--- src/hw/rtl/rle_byte_decompressor_wordpack_assert.svh ---
// assertion macros shared by the decompressor rtl
`ifndef RLE_BYTE_DECOMPRESSOR_WORDPACK_ASSERT_SVH
`define RLE_BYTE_DECOMPRESSOR_WORDPACK_ASSERT_SVH
`ifndef SYNTH
// property checked on every rising clock edge outside reset
`define RBD_ASSERT(lbl, prop) \
   lbl: assert property (@(posedge clock) disable iff (reset) prop) \
      else $error("rbd assertion failed");
// condition that must never hold outside reset
`define RBD_NEVER(lbl, cond) \
   lbl: assert property (@(posedge clock) disable iff (reset) !(cond)) \
      else $error("rbd forbidden condition");
`else
`define RBD_ASSERT(lbl, prop)
`define RBD_NEVER(lbl, cond)
`endif
`endif

--- src/hw/rtl/rbd_pkg.sv ---
// types and constants of the rle decompressor
`timescale 1ns / 1ps
package rbd_pkg;

   localparam logic [1:0] REG_TOTAL_SIZE  = 2'd0;
   localparam logic [1:0] REG_DEST_OFFSET = 2'd1;

   localparam logic [7:0] RUN_BIAS = 8'd3;
   localparam logic [7:0] LIT_BIAS = 8'd1;

   localparam int CMD_DEPTH = 2;

   typedef enum logic [2:0] {
      PH_HEADER = 3'b001,
      PH_RUN    = 3'b010,
      PH_LIT    = 3'b100
   } phase_type;

   // one byte repeated count times
   typedef struct packed {
      logic [7:0] data;
      logic [7:0] count;
      logic       is_last;
      logic       first;
      logic [1:0] offset;
   } cmd_type;

endpackage

--- src/hw/rtl/rbd_front.sv ---
// front end: takes compressed bytes, parses headers, issues byte commands
`timescale 1ns / 1ps
`include "rle_byte_decompressor_wordpack_assert.svh"
module rbd_front #(
   parameter int SIZE_BITS = 24
) (
   input  logic                 clock,
   input  logic                 reset,
   input  logic                 req_push,
   input  logic [7:0]           req_in_byte,
   output logic                 req_full,
   input  logic                 csr_we,
   input  logic [1:0]           csr_index,
   input  logic [SIZE_BITS-1:0] csr_wdata,
   output logic                 cmd_push,
   output rbd_pkg::cmd_type     cmd,
   input  logic                 cmd_full
);
   import rbd_pkg::*;

   logic [SIZE_BITS-1:0] total_size_ff, total_size_in;
   logic [1:0]           dest_offset_ff, dest_offset_in;
   phase_type            phase_ff, phase_in;
   logic                 armed_ff, armed_in;
   logic                 first_ff, first_in;
   logic [1:0]           offset_ff, offset_in;
   logic [7:0]           block_left_ff, block_left_in;
   logic [SIZE_BITS:0]   bytes_left_ff, bytes_left_in;

   logic               accept;
   logic               done;
   logic [7:0]         len;
   logic [7:0]         blk_dec;
   logic [SIZE_BITS:0] base;

   assign req_full = cmd_full;
   assign accept   = req_push && !cmd_full;
   assign done     = bytes_left_ff[SIZE_BITS] || (bytes_left_ff == '0);
   assign len      = {1'b0, req_in_byte[6:0]} + (req_in_byte[7] ? RUN_BIAS : LIT_BIAS);
   assign blk_dec  = block_left_ff - 8'd1;
   assign base     = armed_ff ? {1'b0, total_size_ff} : bytes_left_ff;

   always_comb begin
      total_size_in  = total_size_ff;
      dest_offset_in = dest_offset_ff;
      if (csr_we) begin
         case (csr_index)
            REG_TOTAL_SIZE:  total_size_in  = csr_wdata;
            REG_DEST_OFFSET: dest_offset_in = csr_wdata[1:0];
            default: ;
         endcase
      end
   end

   always_comb begin
      phase_in      = phase_ff;
      armed_in      = armed_ff;
      first_in      = first_ff;
      offset_in     = offset_ff;
      block_left_in = block_left_ff;
      bytes_left_in = bytes_left_ff;
      cmd_push      = 1'b0;
      cmd.data      = req_in_byte;
      cmd.count     = 8'd1;
      cmd.is_last   = 1'b0;
      cmd.first     = first_ff;
      cmd.offset    = offset_ff;
      if (accept) begin
         case (phase_ff)
            PH_HEADER: begin
               if (armed_ff) begin
                  first_in  = 1'b1;
                  offset_in = dest_offset_ff;
                  armed_in  = 1'b0;
               end
               block_left_in = len;
               bytes_left_in = base - {{(SIZE_BITS-7){1'b0}}, len};
               phase_in      = req_in_byte[7] ? PH_RUN : PH_LIT;
            end
            PH_RUN: begin
               cmd_push    = 1'b1;
               cmd.count   = block_left_ff;
               cmd.is_last = done;
               first_in    = 1'b0;
               phase_in    = PH_HEADER;
               armed_in    = done;
            end
            PH_LIT: begin
               cmd_push      = 1'b1;
               cmd.is_last   = (blk_dec == 8'd0) && done;
               first_in      = 1'b0;
               block_left_in = blk_dec;
               if (blk_dec == 8'd0) begin
                  phase_in = PH_HEADER;
                  armed_in = done;
               end
            end
            default: phase_in = PH_HEADER;
         endcase
      end
   end

   always_ff @(posedge clock) begin
      if (reset) begin
         total_size_ff  <= {{(SIZE_BITS-1){1'b0}}, 1'b1};
         dest_offset_ff <= 2'd0;
         phase_ff       <= PH_HEADER;
         armed_ff       <= 1'b1;
         first_ff       <= 1'b0;
      end else begin
         total_size_ff  <= total_size_in;
         dest_offset_ff <= dest_offset_in;
         phase_ff       <= phase_in;
         armed_ff       <= armed_in;
         first_ff       <= first_in;
      end
   end

   always_ff @(posedge clock) begin
      offset_ff     <= offset_in;
      block_left_ff <= block_left_in;
      bytes_left_ff <= bytes_left_in;
   end

   `RBD_ASSERT(a_armed_hdr, armed_ff |-> phase_ff == PH_HEADER)
   `RBD_ASSERT(a_cmd_count, cmd_push |-> cmd.count != 8'd0)

endmodule

--- src/hw/rtl/rbd_cmd_fifo.sv ---
// short command queue between the parser and the packer
`timescale 1ns / 1ps
`include "rle_byte_decompressor_wordpack_assert.svh"
module rbd_cmd_fifo (
   input  logic             clock,
   input  logic             reset,
   input  logic             push,
   input  rbd_pkg::cmd_type wr_cmd,
   output logic             full,
   input  logic             pop,
   output rbd_pkg::cmd_type rd_cmd,
   output logic             valid
);
   import rbd_pkg::*;

   localparam int PTR_W = $clog2(CMD_DEPTH);
   localparam int CNT_W = $clog2(CMD_DEPTH + 1);

   cmd_type            entry_ff [CMD_DEPTH];
   logic [PTR_W-1:0]   wr_ptr_ff, wr_ptr_in;
   logic [PTR_W-1:0]   rd_ptr_ff, rd_ptr_in;
   logic [CNT_W-1:0]   count_ff, count_in;
   logic               do_push, do_pop;

   assign full    = (count_ff == CNT_W'(CMD_DEPTH));
   assign valid   = (count_ff != '0);
   assign do_push = push && !full;
   assign do_pop  = pop && valid;
   assign rd_cmd  = entry_ff[rd_ptr_ff];

   always_comb begin
      wr_ptr_in = wr_ptr_ff;
      rd_ptr_in = rd_ptr_ff;
      count_in  = count_ff;
      if (do_push) begin
         wr_ptr_in = (wr_ptr_ff == PTR_W'(CMD_DEPTH - 1)) ? '0 : wr_ptr_ff + 1'b1;
      end
      if (do_pop) begin
         rd_ptr_in = (rd_ptr_ff == PTR_W'(CMD_DEPTH - 1)) ? '0 : rd_ptr_ff + 1'b1;
      end
      if (do_push && !do_pop) begin
         count_in = count_ff + 1'b1;
      end else if (do_pop && !do_push) begin
         count_in = count_ff - 1'b1;
      end
   end

   always_ff @(posedge clock) begin
      if (reset) begin
         wr_ptr_ff <= '0;
         rd_ptr_ff <= '0;
         count_ff  <= '0;
      end else begin
         wr_ptr_ff <= wr_ptr_in;
         rd_ptr_ff <= rd_ptr_in;
         count_ff  <= count_in;
      end
   end

   always_ff @(posedge clock) begin
      if (do_push) begin
         entry_ff[wr_ptr_ff] <= wr_cmd;
      end
   end

   `RBD_NEVER(a_no_overflow, push && full)

endmodule

--- src/hw/rtl/rbd_pack.sv ---
// back end: expands byte commands and packs bytes into lane-masked words
`timescale 1ns / 1ps
`include "rle_byte_decompressor_wordpack_assert.svh"
module rbd_pack (
   input  logic             clock,
   input  logic             reset,
   input  logic             cmd_valid,
   input  rbd_pkg::cmd_type cmd,
   output logic             cmd_pop,
   output logic             rsp_empty,
   input  logic             rsp_pop,
   output logic [31:0]      rsp_out_word,
   output logic [3:0]       rsp_byte_lanes,
   output logic             rsp_last_word
);
   import rbd_pkg::*;

   logic        active_ff, active_in;
   logic [7:0]  data_ff, data_in;
   logic [7:0]  remain_ff, remain_in;
   logic        is_last_ff, is_last_in;
   logic [1:0]  lane_pos_ff, lane_pos_in;
   logic [31:0] word_ff, word_in;
   logic [3:0]  mask_ff, mask_in;
   logic        rsp_valid_ff, rsp_valid_in;
   logic [31:0] out_word_ff, out_word_in;
   logic [3:0]  out_lanes_ff, out_lanes_in;
   logic        out_last_ff, out_last_in;

   logic [2:0]  room;
   logic [2:0]  take;
   logic [2:0]  end_pos;
   logic        blk_end;
   logic        emit;
   logic        out_free;
   logic        step;
   logic        xfer_out;
   logic [3:0]  new_lanes;
   logic [31:0] word_next;

   assign room     = 3'd4 - {1'b0, lane_pos_ff};
   assign take     = (remain_ff < {5'd0, room}) ? remain_ff[2:0] : room;
   assign end_pos  = {1'b0, lane_pos_ff} + take;
   assign blk_end  = ({5'd0, take} == remain_ff);
   assign emit     = (end_pos == 3'd4) || (is_last_ff && blk_end);
   assign xfer_out = rsp_pop && rsp_valid_ff;
   assign out_free = !rsp_valid_ff || xfer_out;
   assign step     = active_ff && (!emit || out_free);
   assign cmd_pop  = cmd_valid && (!active_ff || (step && blk_end));

   assign rsp_empty      = !rsp_valid_ff;
   assign rsp_out_word   = out_word_ff;
   assign rsp_byte_lanes = out_lanes_ff;
   assign rsp_last_word  = out_last_ff;

   always_comb begin
      for (int i = 0; i < 4; i++) begin
         new_lanes[i] = (3'(i) >= {1'b0, lane_pos_ff}) && (3'(i) < end_pos);
         word_next[8*i +: 8] = new_lanes[i] ? data_ff : word_ff[8*i +: 8];
      end
   end

   always_comb begin
      active_in    = active_ff;
      data_in      = data_ff;
      remain_in    = remain_ff;
      is_last_in   = is_last_ff;
      lane_pos_in  = lane_pos_ff;
      word_in      = word_ff;
      mask_in      = mask_ff;
      rsp_valid_in = xfer_out ? 1'b0 : rsp_valid_ff;
      out_word_in  = out_word_ff;
      out_lanes_in = out_lanes_ff;
      out_last_in  = out_last_ff;
      if (step) begin
         remain_in = remain_ff - {5'd0, take};
         if (blk_end) begin
            active_in = 1'b0;
         end
         if (emit) begin
            rsp_valid_in = 1'b1;
            out_word_in  = word_next;
            out_lanes_in = mask_ff | new_lanes;
            out_last_in  = is_last_ff && blk_end;
            word_in      = '0;
            mask_in      = '0;
            lane_pos_in  = 2'd0;
         end else begin
            word_in     = word_next;
            mask_in     = mask_ff | new_lanes;
            lane_pos_in = end_pos[1:0];
         end
      end
      if (cmd_pop) begin
         active_in  = 1'b1;
         data_in    = cmd.data;
         remain_in  = cmd.count;
         is_last_in = cmd.is_last;
         if (cmd.first) begin
            lane_pos_in = cmd.offset;
         end
      end
   end

   always_ff @(posedge clock) begin
      if (reset) begin
         active_ff    <= 1'b0;
         rsp_valid_ff <= 1'b0;
         lane_pos_ff  <= 2'd0;
         word_ff      <= '0;
         mask_ff      <= '0;
      end else begin
         active_ff    <= active_in;
         rsp_valid_ff <= rsp_valid_in;
         lane_pos_ff  <= lane_pos_in;
         word_ff      <= word_in;
         mask_ff      <= mask_in;
      end
   end

   always_ff @(posedge clock) begin
      data_ff      <= data_in;
      remain_ff    <= remain_in;
      is_last_ff   <= is_last_in;
      out_word_ff  <= out_word_in;
      out_lanes_ff <= out_lanes_in;
      out_last_ff  <= out_last_in;
   end

   `RBD_ASSERT(a_emit_valid, step && emit |=> rsp_valid_ff)
   `RBD_ASSERT(a_active_nz, active_ff |-> remain_ff != 8'd0)
   `RBD_ASSERT(a_lanes_nz, rsp_valid_ff |-> out_lanes_ff != 4'd0)

endmodule

--- src/hw/rtl/rle_byte_decompressor_wordpack.sv ---
// top level of the rle byte decompressor with 32-bit word packing
// usage:
//   compressed bytes enter through req_push / req_full / req_in_byte, one per
//   transfer. a header with bit 7 set starts a run of (low bits + 3) copies of
//   the next byte; otherwise (low bits + 1) literal bytes follow.
//   packed words leave through rsp_empty / rsp_pop with the lane mask and a
//   last flag on the final word of a stream; the next stream follows at once.
//   csr_we / csr_index / csr_wdata set total_size (0) and dest_offset (1);
//   they are sampled when the first header of a stream is taken.
// throughput: one input byte per cycle while the command queue has room; the
//   packer places up to four bytes of a run per cycle while the rsp side takes
//   its words, so runs fill the two-entry queue and stall input.
// path: a data byte goes from the command queue entry through the packer's
//   command registers to the output word register on the rsp side.
// stall: a held rsp side keeps the word in place, the packer then waits and
//   the queue fills, after which req_full rises.
// reset: synchronous; total_size = 1, dest_offset = 0, queue and packer empty.
`timescale 1ns / 1ps
module rle_byte_decompressor_wordpack #(
   parameter int SIZE_BITS = 24
) (
   input  logic                 clock,
   input  logic                 reset,
   input  logic                 req_push,
   input  logic [7:0]           req_in_byte,
   output logic                 req_full,
   output logic                 rsp_empty,
   input  logic                 rsp_pop,
   output logic [31:0]          rsp_out_word,
   output logic [3:0]           rsp_byte_lanes,
   output logic                 rsp_last_word,
   input  logic                 csr_we,
   input  logic [1:0]           csr_index,
   input  logic [SIZE_BITS-1:0] csr_wdata
);
   import rbd_pkg::*;

   cmd_type wr_cmd;
   cmd_type rd_cmd;
   logic    cmd_push;
   logic    cmd_full;
   logic    cmd_pop;
   logic    cmd_valid;

   rbd_front #(
      .SIZE_BITS(SIZE_BITS)
   ) u_front (
      .clock      (clock),
      .reset      (reset),
      .req_push   (req_push),
      .req_in_byte(req_in_byte),
      .req_full   (req_full),
      .csr_we     (csr_we),
      .csr_index  (csr_index),
      .csr_wdata  (csr_wdata),
      .cmd_push   (cmd_push),
      .cmd        (wr_cmd),
      .cmd_full   (cmd_full)
   );

   rbd_cmd_fifo u_fifo (
      .clock (clock),
      .reset (reset),
      .push  (cmd_push),
      .wr_cmd(wr_cmd),
      .full  (cmd_full),
      .pop   (cmd_pop),
      .rd_cmd(rd_cmd),
      .valid (cmd_valid)
   );

   rbd_pack u_pack (
      .clock         (clock),
      .reset         (reset),
      .cmd_valid     (cmd_valid),
      .cmd           (rd_cmd),
      .cmd_pop       (cmd_pop),
      .rsp_empty     (rsp_empty),
      .rsp_pop       (rsp_pop),
      .rsp_out_word  (rsp_out_word),
      .rsp_byte_lanes(rsp_byte_lanes),
      .rsp_last_word (rsp_last_word)
   );

endmodule

--- config.mk ---
export PLATFORM = sky130hd
export DESIGN_NAME = rle_byte_decompressor_wordpack
export DESIGN_NICKNAME = d
export VERILOG_FILES = /design/src/hw/rtl/rbd_pkg.sv /design/src/hw/rtl/rbd_front.sv /design/src/hw/rtl/rbd_cmd_fifo.sv /design/src/hw/rtl/rbd_pack.sv /design/src/hw/rtl/rle_byte_decompressor_wordpack.sv
export VERILOG_INCLUDE_DIRS = /design/src /design/src/hw/rtl
export SDC_FILE = /design/constraint.sdc
export NUM_CORES = 1
export LEC_CHECK = 0
export BUFFER_PORTS_ARGS = -buffer_cell sky130_fd_sc_hd__buf_2
export CORE_MARGIN = 3
export CORE_UTILIZATION = 35
export DETAILED_ROUTE_END_ITERATION = 6
export HOLD_SLACK_MARGIN = 0.06
export MAX_ROUTING_LAYER = met4
export PLACE_DENSITY = 0.58
export RECOVER_POWER = 25
export SLEW_MARGIN = 20
export SYNTH_ARGS = -nofsm -noshare
export SYNTH_HDL_FRONTEND = slang
export SYNTH_SLANG_ARGS = --single-unit
--- constraint.sdc ---
create_clock -name clock -period 4.6 [get_ports clock]
set_input_delay 0.92 -clock clock [delete_from_list [all_inputs] [get_ports clock]]
set_output_delay 0.92 -clock clock [all_outputs]
set_load 0.1 [all_outputs]
After elaboration in Yosys (flattened, before gate mapping)
Memory sizes are Yosys's and may differ from the RTL's. A register that Yosys moved wholly into a read port is not among the register bits.
Index checks and enable logic that the tools add are counted.
{"block": "word_totals", "ff_bits": 164, "mem_bits_rw": 40, "inputBits": 39, "out_inout_bits": 39, "wordCells": 139, "mem_count": 1}
{"memory": "u_fifo.entry_ff", "words": 2, "width": 20, "rd": 1, "rd_clocked_by_memory_dff": 1, "wr": 1, "line_no": "rbd_cmd_fifo.sv:19", "text": "cmd_type entry_ff [CMD_DEPTH];"}
{"block": "classes", "add_sub_neg": 10, "magnitude_cmp": 8, "eq_ne": 9, "muxes": 42, "n_bitwise": 1, "n_reduce_logical": 46}
{"cell": "$mux 8", "count": 7}
{"cell": "$mux 32", "count": 1}
{"cell": "$logic_not 25->1", "count": 1}
{"cell": "$mux 25", "count": 1}
{"cell": "$sub 25x8->25", "count": 1}
{"cell": "$mux 1", "count": 16}
{"cell": "$pmux 8 s2", "count": 1}
{"cell": "$logic_and 1x1->1", "count": 14}
{"cell": "$mux 2", "count": 7}
{"cell": "$reduce_and 2->1", "count": 7}
{"cell": "$reduce_bool 2->1", "count": 6}
{"cell": "$mux 3", "count": 3}
{"cell": "$mux 9", "count": 1}
{"cell": "$reduce_and 3->1", "count": 3}
{"cell": "$add 7x8->8", "count": 1}
{"cell": "$eq 3x8->1", "count": 1}
{"cell": "$logic_not 8->1", "count": 1}
{"cell": "$lt 8x3->1", "count": 1}
{"cell": "$sub 8x1->8 const B", "count": 1}
{"cell": "$sub 8x3->8", "count": 1}
{"cell": "$eq 3x3->1 const B", "count": 2}
{"cell": "$logic_not 1->1", "count": 6}
{"cell": "$lt 1x3->1 const A", "count": 2}
{"cell": "$lt 2x3->1 const A", "count": 2}
{"cell": "21 further kinds", "count": 29}

Logic depth before layout (Yosys ltp)
Gate-level depths: netlist of run 1.
{"block": "logic_depth", "depth_word": 16, "mapped_depth": 22}

Cells and area by module
From an unflattened synthesis of run 1, not the netlist that was laid out.
{"block": "hier_totals", "cells_unflattened": 894, "area_unflattened_um2": 10094.7}
{"module": "rbd_pack", "n_inst": 1, "cells_each": 354, "area_per_inst_um2": 4302.9, "seq_area_each_um2": 2422.3}
{"module": "rbd_front", "n_inst": 1, "cells_each": 453, "area_per_inst_um2": 4135.2, "seq_area_each_um2": 1671.6}
{"module": "rbd_cmd_fifo", "n_inst": 1, "cells_each": 87, "area_per_inst_um2": 1656.6, "seq_area_each_um2": 1301.2}

Least setup slack after synthesis of run 1
OpenSTA, ideal clock, no wires.
{"block": "synth_path", "path_type": "register to register", "from": "reg u_pack.lane_pos_ff[0]", "to": "reg u_pack.out_lanes_ff[0], in the netlist u_pack.rsp_byte_lanes[0] (enable)", "setup_ps": 392, "arrival_ps": 4101, "t_required_ps": 4208, "setup_slack_ps": 107, "stages_incl_launch_ff": 16, "cell_sequence": "dfxtp_1 > inv_1 > ha_1 > inv_1 > ha_1 > o31ai_1 > nand2_1 > o21ai_0 > ha_1 > inv_1 > fa_1 > nor2b_1 > and3_4 > o21bai_2 > buf_2 > inv_1"}
{"block": "synth_via", "elab_chain_cells": 10}
{"element": "from (decl)", "line_no": "rbd_pack.sv:22", "text": "logic [1:0] lane_pos_ff, lane_pos_in;"}
{"element": "from (signal assigned)", "line_no": "rbd_pack.sv:115", "text": "lane_pos_ff <= lane_pos_in;"}
{"element": "$sub 3x2->3", "line_no": "rbd_pack.sv:41", "text": "assign room = 3'd4 - {1'b0, lane_pos_ff};"}
{"element": "$lt 8x3->1", "line_no": "rbd_pack.sv:42", "text": "assign take = (remain_ff < {5'd0, room}) ? remain_ff[2:0] : room;"}
{"element": "$mux 3", "line_no": "rbd_pack.sv:42"}
{"element": "$add 2x3->3 / $eq 3x8->1 (equally long branches)", "line_no": "rbd_pack.sv:43, rbd_pack.sv:44"}
{"element": "$eq 3x3->1 / $logic_and 1x1->1 (equally long branches)", "line_no": "rbd_pack.sv:45", "text": "assign emit = (end_pos == 3'd4) || (is_last_ff && blk_end);"}
{"element": "$logic_or 1x1->1 *", "line_no": "rbd_pack.sv:45"}
{"element": "$logic_not 1->1", "line_no": "rbd_pack.sv:48", "text": "assign step = active_ff && (!emit || out_free);"}
{"element": "$logic_or 1x1->1", "line_no": "rbd_pack.sv:48"}
{"element": "$logic_and 1x1->1", "line_no": "rbd_pack.sv:48"}
{"element": "$reduce_and 2->1 (no source line) *"}
{"element": "to (signal assigned)", "line_no": "rbd_pack.sv:126", "text": "out_lanes_ff <= out_lanes_in;"}
{"element": "to (decl)", "line_no": "rbd_pack.sv:27", "text": "logic [3:0] out_lanes_ff, out_lanes_in;"}
Every way passes the cells marked *; elsewhere a longest branch is shown, timed or not.
A chain may end at the register's enable or synchronous reset.

Final worst setup path of run 1
{"block": "layout_path", "from": "reg u_pack.lane_pos_ff[1]", "to": "reg u_fifo.count_ff[1]"}
{"block": "layout_via", "elab_chain_cells": 16}
{"element": "$sub 3x2->3", "line_no": "rbd_pack.sv:41"}
{"element": "$lt 8x3->1", "line_no": "rbd_pack.sv:42"}
{"element": "$mux 3", "line_no": "rbd_pack.sv:42"}
{"element": "$add 2x3->3 / $eq 3x8->1 (equally long branches)", "line_no": "rbd_pack.sv:43, rbd_pack.sv:44"}
{"element": "$eq 3x3->1 / $logic_and 1x1->1 (equally long branches)", "line_no": "rbd_pack.sv:45"}
{"element": "$logic_or 1x1->1", "line_no": "rbd_pack.sv:45"}
{"element": "$logic_not 1->1", "line_no": "rbd_pack.sv:48"}
{"element": "$logic_or 1x1->1", "line_no": "rbd_pack.sv:48"}
{"element": "$logic_and 1x1->1", "line_no": "rbd_pack.sv:48"}
{"element": "$logic_and 1x1->1 *", "line_no": "rbd_pack.sv:49", "text": "assign cmd_pop = cmd_valid && (!active_ff || (step && blk_end));"}
{"element": "$logic_or 1x1->1 *", "line_no": "rbd_pack.sv:49"}
{"element": "$logic_and 1x1->1 *", "line_no": "rbd_pack.sv:49"}
{"element": "$logic_and 1x1->1 *", "line_no": "rbd_cmd_fifo.sv:28", "text": "assign do_pop = pop && valid;"}
{"element": "$logic_not 1->1", "line_no": "rbd_cmd_fifo.sv:41", "text": "if (do_push && !do_pop) begin"}
{"element": "$logic_and 1x1->1", "line_no": "rbd_cmd_fifo.sv:41"}
{"element": "$mux 2 / $reduce_bool 2->1 (equally long branches)"}
{"element": "to (signal assigned)", "line_no": "rbd_cmd_fifo.sv:56", "text": "count_ff <= count_in;"}
{"element": "to (decl)", "line_no": "rbd_cmd_fifo.sv:22", "text": "logic [CNT_W-1:0] count_ff, count_in;"}
Marks and branches as above.

==> key figures, run 1 <==
Detailed routing
  • Mean routed wirelength per cell: 16.30 um
  • Routed wire length: 20780 um
  • Initial drt markers: 417
  • Vias per cell: 5.030
  • Post-detailed-route DRC marker count: 0
  • Antenna viol nets, final: 0
  • Via Count: 6413
  • Initial DRT Pass Iterations: 5

Clocking
  • Max Buffers Root-to-Sink: 3
  • H-tree lvl count: 1
  • Cell chosen for the clock root: clkbuf_16
  • Worst-path clk slew: 60 ps
  • Number of clock sinks seen by CTS: 205
  • Clock tree from TritonCTS: yes
  • Clock insertion delay at the later pin of the skew report: 520 ps
  • Post-CTS setup buffers: 0
  • Number of buffers created by CTS: 24

STA
  • Transition time at the pin with the least slew margin: 1411 ps
  • Max-slew violation count: 0
  • Worst setup slack after layout: 336.2 ps
  • Achievable frequency: 0.2345 GHz
  • Final hold violation count: 0
  • Share of the cycle needed by the critical path after routing: 92.69%
  • Hold_ws: 451.7 ps
  • Setup total negative slack: 0 ps
  • Total of endpoints with negative setup slack in the final report: 0
  • RSZ-0062 raised after global routing: no
  • Worst clock skew: 15.72 ps
  • Slew headroom: 5.952%
  • Time the worst path needs with I/O delays and setup: 4264 ps

Pwr
  • P_sw: 3.616 mW
  • Proportion of power drawn by combinational gates: 43.5%
  • Part of the power in registers: 35.3%
  • Power Total: 8.615 mW
  • Net switching share of the total power: 41.97%
  • Ratio of total power to cell area: 776.0 mW/mm2
  • P_leak: 4.072 nW
  • Internal Pwr Total: 4.999 mW
  • Clock share of power: 21.1%
  • Worst vdd rail ir drop: 0.0003467 V

Placed design
  • Instance area at placement: 0.01035 mm2
  • Total placed cells including tap cells: 1232
  • Input/output buffers: 77
  • HPWL after DPL: 14690 um
  • Post-place setup slack: 154.3 ps
  • Final estimated routing congestion in global placement: 0.8641

Yosys
  • Proportion of synthesized flip-flops having asynchronous set or reset: 0%
  • Total of warnings raised by yosys: 0
  • Number of enable flip-flop cells after synthesis: 129
  • Leading register cell type out of synthesis: edfxtp_1
  • Count of mapped cells out of synthesis: 838
  • Mapped cell area: 0.009587 mm2
  • Synth Net Count: 902
  • Number of distinct library cells after synthesis: 70
  • Average cell area after synthesis: 11.44 um2
  • Sequential share of the synthesized area: 56.28%
  • Number of register bits inferred by synthesis: 205

Setup path
  • Required arrival time at the worst endpoint: 5040 ps
  • Arrival time of data at the critical path endpoint: 4700 ps
  • Crit-path max FO: 7
  • Endpoint class of the critical path: register
  • Setup Crit Path Kind: register to register
  • Launch instance of the worst register-to-register path: u_pack.lane_pos_ff[1]
  • Type of origin of the critical path: register
  • Critical path launch point: u_pack.lane_pos_ff[1]

Finish
  • Diode count: 0
  • Most common library cell in the layout ignoring fill and taps: edfxtp_1
  • Fill cell instance count of the final layout: 2509
  • Commonest cells after routing, fill and taps aside: 129 x edfxtp_1, 97 x nand2_1, 75 x dfxtp_1
  • Final nets: 987
  • Number of cells in the finished layout apart from fillers: 1275
  • Area growth from synthesis to layout: 15.81%
  • Flip-flop and latch area: 0.005396 mm2
  • Finished Cell Area: 0.01110 mm2
  • Fraction of final layout cells sized beyond drive strength 1: 20.53%
  • Area of the multi-input gates: 0.003919 mm2
  • Final Core Density: 41.89%

GRT
  • Vias in the first global route: 6487
  • Overall routing resource usage: 14.64%
  • Maximum number of pins on one net before global-route repair: 39
  • First-pass GRT wire length: 33930 um
  • Leftover overflow at the end of global routing: 0
  • Antenna violations before repair: 1

Floorplanning
  • Height of the chip: 171.5 um
  • Area inside the core boundary: 0.02650 mm2
  • Starting density of the core: 36.17%
  • IO Count: 78
  • Width of the die: 171.5 um
  • Number of rows in the core area: 59
  • Total die area: 0.02941 mm2

Flow run
  • Total of max-cap violations: 0

Outcome
  • Run status: finished, final reports clean

Worst hold path
  • Launch point of the worst hold path: u_front.dest_offset_ff[0]
  • Class of the tightest hold or removal check: register to register
[flip-flops by register name (all words and copies together), names as in the netlist, named ones only]
name                    count
u_pack.lane_pos_ff          2
u_pack.data_ff              8
u_pack.rsp_out_word        32
u_pack.rsp_byte_lanes       4
u_fifo.entry_ff            40
u_pack.rsp_last_word        1
u_pack.word_ff             32
u_pack.is_last_ff           1
u_front.offset_ff           2
u_pack.active_ff            1
u_front.phase_ff            3
u_front.total_size_ff      24
u_pack.mask_ff              4
u_fifo.count_ff             2
u_pack.rsp_valid_ff         1
u_fifo.rd_ptr_ff            1
u_front.dest_offset_ff      2
u_front.block_left_ff       8
u_pack.remain_ff            8
u_front.first_ff            1
u_front.armed_ff            1
u_fifo.wr_ptr_ff            1
u_front.bytes_left_ff      25
[Yosys cell counts, types with 14 or more instances]
master | count | area share [%]
xnor2_1 | 25 | 2.3
dfxtp_1 | 76 | 16
a21oi_1 | 60 | 3.1
nand2b_1 | 14 | 0.91
inv_1 | 33 | 1.3
mux2_2 | 51 | 6.0
xor2_1 | 20 | 1.8
ha_1 | 21 | 2.7
nor2_1 | 56 | 2.2
mux2i_1 | 27 | 2.8
nor3_1 | 17 | 0.89
o21ai_0 | 19 | 0.99
nand3_1 | 22 | 1.1
clkbuf_1 | 19 | 0.74
nand2_1 | 97 | 3.8
edfxtp_1 | 129 | 40
[critical path: stages, from the launching register on]
cell and delay, ps:
dfxtp_1 360, inv_1 120, ha_2 350, inv_1 50, ha_1 270, o21a_1 180, o31ai_2 90, nand2_1 130
buf_4 180, nand2_1 60, o21ai_1 80, ha_1 180, inv_1 70, fa_2 490, nor2b_1 220, and3_4 200
o41ai_4 220, inv_1 100, ha_1 340, or3_1 370, a21oi_1 140
[power groups by stage]
stage | combinational, mW | sequential [mW] | clock (mW)
final | 3.75 | 3.04 | 1.82
after global routing | 4.09 | 3.11 | 1.95
after CTS | 3.77 | 3.04 | 1.87
after detailed placement | 3.75 | 3.08 | 0
after global placement | 3.71 | 3.07 | 0
after floorplan | 2.24 | 3.82 | 0
[final timing paths]
path | depth (start not counted) | end | slack [ps]
setup / recovery | 20 | u_fifo.count_ff[1] | 340
hold / removal | 0 | u_front.offset_ff[0] | 450
setup reg to reg | 20 | u_fifo.count_ff[1] | 340
hold reg to reg | 0 | u_front.offset_ff[0] | 450
[layout make-up]
| class | count | area share, % |
|---|---|---|
| inverters | 34 | 1.150 |
| clock buffers | 36 | 6.187 |
| repair buffers | 93 | 4.384 |
| multi-input cells | 565 | 35.30 |
| well taps | 335 | 3.775 |
| flip-flops and latches | 205 | 48.61 |
| clock inverters | 7 | 0.5973 |
[logic make-up after synthesis]
group / share of synthesized area, %
and+or+nand+nor: 13.20
AOI/OAI and AO/OA: 10.99
DFF: 56.28
adders and majority gates: 3.576
xor gates and xnor gates: 4.111
buffers and inverters: 3.041
muxes: 8.810
[repair_timing]
action,4_1_cts,5_1_grt
resized for setup,0,6
hold buffers,0,0
endpoints found under the setup margin,0,29
[metal layers]
layer | GRT usage, % | vias to the layer above | share of wire, %
li1 | - | 3214 | -
met1 | 18.71 | 3048 | 46
met2 | 24.07 | 108 | 47
met3 | 2.505 | 43 | 4.0
met4 | 4.164 | 0 | 2.6
met5 | - | - | 0
No activity file was read; power rests on OpenSTA's default activity.
==> run 2: changes to the inputs <==
Settings changed: PLACE_DENSITY 0.58 to not set, PLACE_DENSITY_LB_ADDON set to 0.1.
==> run 2 against run 1 <==
The flow now finishes with violations (max-capacitance violations, max-slew violations). Combinational power increased by 3%. Cell area about the same. Maximum frequency increased by 1.5%. Critical endpoint unchanged. Largest power group unchanged.
==> key figures, run 2 (synthesized netlist as in run 1, its figures left out) <==
Finish
  • Diode count: 0 (unchanged)
  • Commonest cells after routing, fill and taps aside: 129 x edfxtp_1, 97 x nand2_1, 75 x dfxtp_1 (unchanged)
  • Final Core Density: 41.86% (was 41.89%)
  • Area growth from synthesis to layout: 15.73% (was 15.81%)
  • Finished Cell Area: 0.01109 mm2 (was 0.01110 mm2)
  • Most common library cell in the layout ignoring fill and taps: edfxtp_1 (unchanged)
  • Final nets: 988 (was 987)
  • Register bank with the most flops: u_fifo.entry_ff (unchanged)
  • Fill cell instance count of the final layout: 2563 (was 2509)
  • Max FFs per register: 40 (unchanged)
  • Number of cells in the finished layout apart from fillers: 1275 (unchanged)
  • Fraction of final layout cells sized beyond drive strength 1: 20.32% (was 20.53%)

Flow run
  • Total of max-cap violations: 1 (was 0)

STA
  • Total of endpoints with negative setup slack in the final report: 0 (unchanged)
  • Share of the cycle needed by the critical path after routing: 91.29% (was 92.69%)
  • Hold_ws: 448.8 ps (was 451.7 ps)
  • Achievable frequency: 0.2381 GHz (was 0.2345 GHz)
  • Max-slew violation count: 30 (was 0)
  • Setup total negative slack: 0 ps (unchanged)
  • Worst setup slack after layout: 400.5 ps (was 336.2 ps)
  • Transition time at the pin with the least slew margin: 1654 ps (was 1411 ps)
  • Worst clock skew: 10.65 ps (was 15.72 ps)
  • Slew headroom: -10.30% (was 5.952%)
  • Time the worst path needs with I/O delays and setup: 4200 ps (was 4264 ps)
  • Final hold violation count: 0 (unchanged)

Clocking
  • Clock tree from TritonCTS: yes (unchanged)
  • Number of buffers created by CTS: 23 (was 24)
  • Max Buffers Root-to-Sink: 3 (unchanged)
  • Clock insertion delay at the later pin of the skew report: 500 ps (was 520 ps)
  • H-tree lvl count: 1 (unchanged)
  • Cts hold-fix bufs: 0 (unchanged)
  • Cell chosen for the clock root: clkbuf_16 (unchanged)
  • Number of clock sinks seen by CTS: 205 (unchanged)
  • Worst-path clk slew: 60 ps (about the same)

Setup path
  • Dominant delay contributor by cell family on the critical path: adder cells (unchanged)
  • R2r setup slk: 400 ps (was 340 ps)
  • Max incr delay on CP: 380 ps (was 490 ps)
  • Type of origin of the critical path: register (unchanged)
  • Arrival time of data at the critical path endpoint: 4620 ps (was 4700 ps)
  • Cell with the largest stage delay on the worst path: dfxtp_2 (was fa_2)
  • Crit-path max FO: 6 (was 7)
  • Required arrival time at the worst endpoint: 5020 ps (was 5040 ps)
  • Endpoint class of the critical path: register (unchanged)
  • Count of buffer and inverter cells on the critical path: 5 (unchanged)
  • Cell breakdown of the critical path: inv_1 > ha_4 > inv_1 > ha_1 > o21a_1 > o31ai_4 > nand2_1 > buf_4 > nand2_1 > o21ai_1 > ha_1 > inv_1 > fa_2 > nand2b_1 > a22o_2 > and3_4 > o41ai_4 > inv_1 > ha_1 > or3_1 > a21oi_1 (was inv_1 > ha_2 > inv_1 > ha_1 > o21a_1 > o31ai_2 > nand2_1 > buf_4 > nand2_1 > o21ai_1 > ha_1 > inv_1 > fa_2 > nor2b_1 > and3_4 > o41ai_4 > inv_1 > ha_1 > or3_1 > a21oi_1)
  • Setup Crit Path Kind: register to register (unchanged)
  • Cell mode on critical path: inv_1 (unchanged)

Placed design
  • Post-place setup slack: 207.5 ps (was 154.3 ps)
  • Total placed cells including tap cells: 1234 (was 1232)
  • Instance area at placement: 0.01038 mm2 (was 0.01035 mm2)
  • Input/output buffers: 77 (unchanged)
  • Final estimated routing congestion in global placement: 0.7749 (was 0.8641)
  • HPWL after DPL: 15050 um (was 14690 um)

Floorplanning
  • Height of the chip: 171.5 um (unchanged)
  • Area inside the core boundary: 0.02650 mm2 (unchanged)
  • IO Count: 78 (unchanged)
  • Total die area: 0.02941 mm2 (unchanged)
  • Number of rows in the core area: 59 (unchanged)
  • Starting density of the core: 36.17% (unchanged)
  • Width of the die: 171.5 um (unchanged)

GRT
  • GRT Max-Usage Layer: met2 (unchanged)
  • Overall routing resource usage: 15.03% (was 14.64%)
  • Leftover overflow at the end of global routing: 0 (unchanged)
  • Vias in the first global route: 6319 (was 6487)
  • Met2 GRT Util: 23.60% (was 24.07%)
  • Global-route met3 utilization: 2.160% (was 2.505%)
  • Antenna violations before repair: 0 (was 1)
  • Global Route met1 Usage: 20.70% (was 18.71%)
  • First-pass GRT wire length: 34390 um (was 33930 um)
  • Maximum number of pins on one net before global-route repair: 38 (was 39)

Outcome
  • Run status: complete, but fails checks (was finished, final reports clean)
  • Violated checks: max-capacitance violations, max-slew violations

Detailed routing
  • Routed wire length: 21220 um (was 20780 um)
  • Initial drt markers: 407 (was 417)
  • Via Count: 6326 (was 6413)
  • Initial DRT Pass Iterations: 4 (was 5)
  • Antenna viol nets, final: 0 (unchanged)
  • Vias per cell: 4.962 (was 5.030)
  • Mean routed wirelength per cell: 16.64 um (was 16.30 um)
  • Post-detailed-route DRC marker count: 0 (unchanged)

Pwr
  • Worst vdd rail ir drop: 0.0003028 V (was 0.0003467 V)
  • Ratio of total power to cell area: 779.1 mW/mm2 (was 776.0 mW/mm2)
  • P_leak: 4.079 nW (was 4.072 nW)
  • Power Total: 8.643 mW (was 8.615 mW)

Worst hold path
  • Class of the tightest hold or removal check: register to register (unchanged)
[run 2: repair_timing]
| item | CTS | global route |
|---|---|---|
| endpoints found under the hold margin | 0 | 0 |
| setup buffers | 0 | 0 |
| setup endpoints to repair | 0 | 29 |
| gates resized for setup | 0 | 7 |
[run 2: area by class of cell]
type                    count  area, um2  share of cell area (%)
inverters                  34      127.6                   1.150
multi-input cells         565       3934                   35.46
clock buffers              34      668.1                   6.022
clock inverters             7      35.03                  0.3158
flip-flops and latches    205       5396                   48.64
repair buffers             95      514.2                   4.635
well taps                 335      419.2                   3.778
[run 2: layer usage]
layer / part of all wire, % / vias up
met2: 45 / 110
li1: - / 3227
met1: 49 / 2959
met3: 3.8 / 30
met5: 0 / -
met4: 2.3 / 0
[run 2: final timing paths]
check | startpoint | end | cells after the start
setup / recovery | u_pack.lane_pos_ff[0] | u_fifo.count_ff[1] | 21
hold / removal | u_pack.mask_ff[3] | u_pack.mask_ff[3] | 2
setup reg to reg | u_pack.lane_pos_ff[0] | u_fifo.count_ff[1] | 21
hold reg to reg | u_pack.mask_ff[3] | u_pack.mask_ff[3] | 2
[run 2: where the power goes]
part           internal (mW)  switching [mW]
Combinational           1.31            2.56
Sequential              2.69           0.377
Clock                   1.00           0.711
Total                   5.00            3.65
[run 2: worst min-delay path, cell delays in order (launching register included)]
cell and delay, ps:
dfxtp_1 300, nand2_1 50, a21oi_1 50
==> run 3: changes to the inputs <==
Settings changed: CORE_UTILIZATION 35 to 54.
==> run 3 against run 2 <==
The run still ends with max-capacitance violations, max-slew violations left. Wire length fell by 4.9%. Global-route usage rose by 6.3 points. Worst hold slack improved by 4.7 ps. Worst setup slack got worse by 120 ps. Sequential power barely moved. Total power fell by 1.1%. Final cell count fell by 9.2%. First-iteration DRC count fell by 16%. Sequential share of layout area rose by 0.81 points. Clock-buffer cell count did not move. Critical endpoint unchanged.
==> key figures, run 3 (synthesized netlist as in run 1, its figures left out) <==
Outcome
  • Run status: complete, but fails checks (unchanged)
  • Violated checks: max-capacitance violations, max-slew violations (unchanged)

STA
  • Time the worst path needs with I/O delays and setup: 4316 ps (was 4200 ps)
  • Transition time at the pin with the least slew margin: 1765 ps (was 1654 ps)
  • Setup total negative slack: 0 ps (unchanged)
  • Share of the cycle needed by the critical path after routing: 93.84% (was 91.29%)
  • Worst setup slack after layout: 283.6 ps (was 400.5 ps)
  • Final hold violation count: 0 (unchanged)
  • Achievable frequency: 0.2317 GHz (was 0.2381 GHz)
  • Max-slew violation count: 34 (was 30)
  • Slew headroom: -17.65% (was -10.30%)
  • Total of endpoints with negative setup slack in the final report: 0 (unchanged)
  • RSZ-0062 raised after global routing: no
  • Worst clock skew: 9.703 ps (was 10.65 ps)

Pwr
  • P_leak: 4.052 nW (was 4.079 nW)
  • Ratio of total power to cell area: 783.1 mW/mm2 (was 779.1 mW/mm2)
  • Worst vdd rail ir drop: 0.0006056 V (was 0.0003028 V)
  • Power Total: 8.546 mW (was 8.643 mW)

Clocking
  • Clock tree from TritonCTS: yes (unchanged)
  • Cts hold-fix bufs: 0 (unchanged)
  • Post-CTS setup buffers: 0 (unchanged)
  • Clock insertion delay at the later pin of the skew report: 490 ps (was 500 ps)
  • Cell chosen for the clock root: clkbuf_16 (unchanged)
  • Number of clock sinks seen by CTS: 205 (unchanged)
  • H-tree lvl count: 1 (unchanged)
  • Worst-path clk slew: 60 ps (about the same)
  • Number of buffers created by CTS: 22 (was 23)
  • Post-cts repair resize count: 0 (unchanged)
  • Max Buffers Root-to-Sink: 3 (unchanged)

Placed design
  • Post-place setup slack: 140.4 ps (was 207.5 ps)
  • HPWL after DPL: 14380 um (was 15050 um)
  • Input/output buffers: 77 (unchanged)
  • Final estimated routing congestion in global placement: 0.8154 (was 0.7749)

Finish
  • Area growth from synthesis to layout: 13.83% (was 15.73%)
  • Commonest cells after routing, fill and taps aside: 129 x edfxtp_1, 97 x nand2_1, 75 x dfxtp_1 (unchanged)
  • Register bank with the most flops: u_fifo.entry_ff (unchanged)
  • Max FFs per register: 40 (unchanged)
  • Most common library cell in the layout ignoring fill and taps: edfxtp_1 (unchanged)
  • Fill cell instance count of the final layout: 1395 (was 2563)
  • Final nets: 981 (was 988)
  • Diode count: 0 (unchanged)
  • Fraction of final layout cells sized beyond drive strength 1: 19.94% (was 20.32%)

Detailed routing
  • Mean routed wirelength per cell: 17.42 um (was 16.64 um)
  • Via Count: 6624 (was 6326)
  • Post-detailed-route DRC marker count: 0 (unchanged)
  • Routed wire length: 20170 um (was 21220 um)
  • Initial DRT Pass Iterations: 5 (was 4)
  • Vias per cell: 5.720 (was 4.962)
  • Antenna viol nets, final: 0 (unchanged)
  • Initial drt markers: 341 (was 407)

Setup path
  • Cell with the largest stage delay on the worst path: fa_1 (was dfxtp_2)
  • Cell mode on critical path: inv_1 (unchanged)
  • Dominant delay contributor by cell family on the critical path: adder cells (unchanged)
  • CP Capture Point: u_fifo.count_ff[1] (unchanged)
  • Cell breakdown of the critical path: inv_1 > ha_2 > inv_1 > ha_1 > o21a_1 > o31ai_2 > nand2_1 > buf_4 > nand2_1 > o21ai_1 > ha_1 > inv_1 > fa_1 > nand2b_1 > a22o_2 > and3_4 > o41ai_4 > inv_1 > ha_1 > or3_1 > a21oi_1 (was inv_1 > ha_4 > inv_1 > ha_1 > o21a_1 > o31ai_4 > nand2_1 > buf_4 > nand2_1 > o21ai_1 > ha_1 > inv_1 > fa_2 > nand2b_1 > a22o_2 > and3_4 > o41ai_4 > inv_1 > ha_1 > or3_1 > a21oi_1)
  • R2R Path End: u_fifo.count_ff[1] (unchanged)
  • Count of buffer and inverter cells on the critical path: 5 (unchanged)
  • Type of origin of the critical path: register (unchanged)
  • R2r setup slk: 280 ps (was 400 ps)
  • Critical path launch point: u_pack.lane_pos_ff[1] (was u_pack.lane_pos_ff[0])
  • Max incr delay on CP: 430 ps (was 380 ps)
  • Required arrival time at the worst endpoint: 5020 ps (about the same)
  • Setup Crit Path Kind: register to register (unchanged)
  • Count of cell instances traversed by the critical path: 21 (unchanged)
  • Worst R2R Path Depth: 21 (unchanged)
  • Arrival time of data at the critical path endpoint: 4740 ps (was 4620 ps)
  • Endpoint class of the critical path: register (unchanged)
  • Crit-path max FO: 5 (was 6)
  • Launch instance of the worst register-to-register path: u_pack.lane_pos_ff[1] (was u_pack.lane_pos_ff[0])

GRT
  • First-pass GRT wire length: 33420 um (was 34390 um)
  • Antenna violations before repair: 0 (unchanged)
  • Overall routing resource usage: 21.33% (was 15.03%)
  • Leftover overflow at the end of global routing: 0 (unchanged)
  • Vias in the first global route: 6591 (was 6319)
  • Maximum number of pins on one net before global-route repair: 38 (unchanged)

Floorplanning
  • IO Count: 78 (unchanged)
  • Total die area: 0.01939 mm2 (was 0.02941 mm2)
  • Width of the die: 139.2 um (was 171.5 um)
  • Area inside the core boundary: 0.01736 mm2 (was 0.02650 mm2)
  • Number of rows in the core area: 48 (was 59)
  • Starting density of the core: 55.23% (was 36.17%)
  • Height of the chip: 139.2 um (was 171.5 um)

Worst hold path
  • Class of the tightest hold or removal check: register to register (unchanged)

Flow run
  • Total of max-cap violations: 1 (unchanged)
-- run 3: changes by cell type in the layout (fill, tap and decap cells not counted), sizes merged --
cell and change:
buf -6, bufinv +1, clkinv -1, clkinvlp -1
-- run 3: area by class of cell --
type / count / area [um2] / share of cell area, %
sequential: 205 / 5396 / 49.45
inverter: 34 / 127.6 / 1.169
clock buffer: 34 / 666.9 / 6.111
timing repair buffer: 89 / 471.7 / 4.322
clock inverter: 6 / 52.55 / 0.4815
multi-input combinational: 565 / 3916 / 35.89
tap: 225 / 281.5 / 2.580
-- run 3: how the worst min path moves through the flow --
stage,from,slack (ps),cells past startpoint,endpoint
after CTS,u_front.offset_ff[1],450,0,u_fifo.entry_ff[1][1]
after global placement,u_front.offset_ff[0],440,0,u_fifo.entry_ff[0][0]
final,u_pack.mask_ff[1],450,2,u_pack.mask_ff[1]
after detailed placement,u_front.offset_ff[1],440,0,u_fifo.entry_ff[0][1]
after global routing,u_front.offset_ff[0],470,0,u_fifo.entry_ff[0][0]
after floorplan,u_front.dest_offset_ff[0],410,0,u_front.offset_ff[0]
-- run 3: through the flow --
step / area (um2) / hold WS [ps] / cells / utilization, %
global placement: 10200 / 437.6 / 1118 / 58.75
floorplan: 9587 / 408.0 / 838 / -
global route: 10910 / 471.9 / 1158 / 62.87
CTS: 10920 / 451.3 / 1158 / 62.90
detailed placement: 10200 / 438.5 / 1118 / 58.75
finish: 10910 / 453.5 / 1158 / 62.87
-- run 3: metal layers --
metal	wire (um)	part of all wire, %	global-route usage (%)	vias up
li1	-	-	-	3206
met1	8839	44	27.82	3192
met2	9998	50	36.06	187
met3	910	4.5	2.646	39
met4	422	2.1	4.789	0
met5	0	0	-	-
-- run 3: where the power goes --
group / internal, mW / total [mW] / switching [mW]
clock: 1.05 / 1.73 / 0.676
sequential: 2.68 / 3.07 / 0.386
combinational: 1.23 / 3.75 / 2.52
-- run 3: worst min-delay path: stages (launching register included) --
cell	delay, ps
dfxtp_1	300
nand2_1	50
a21oi_1	50
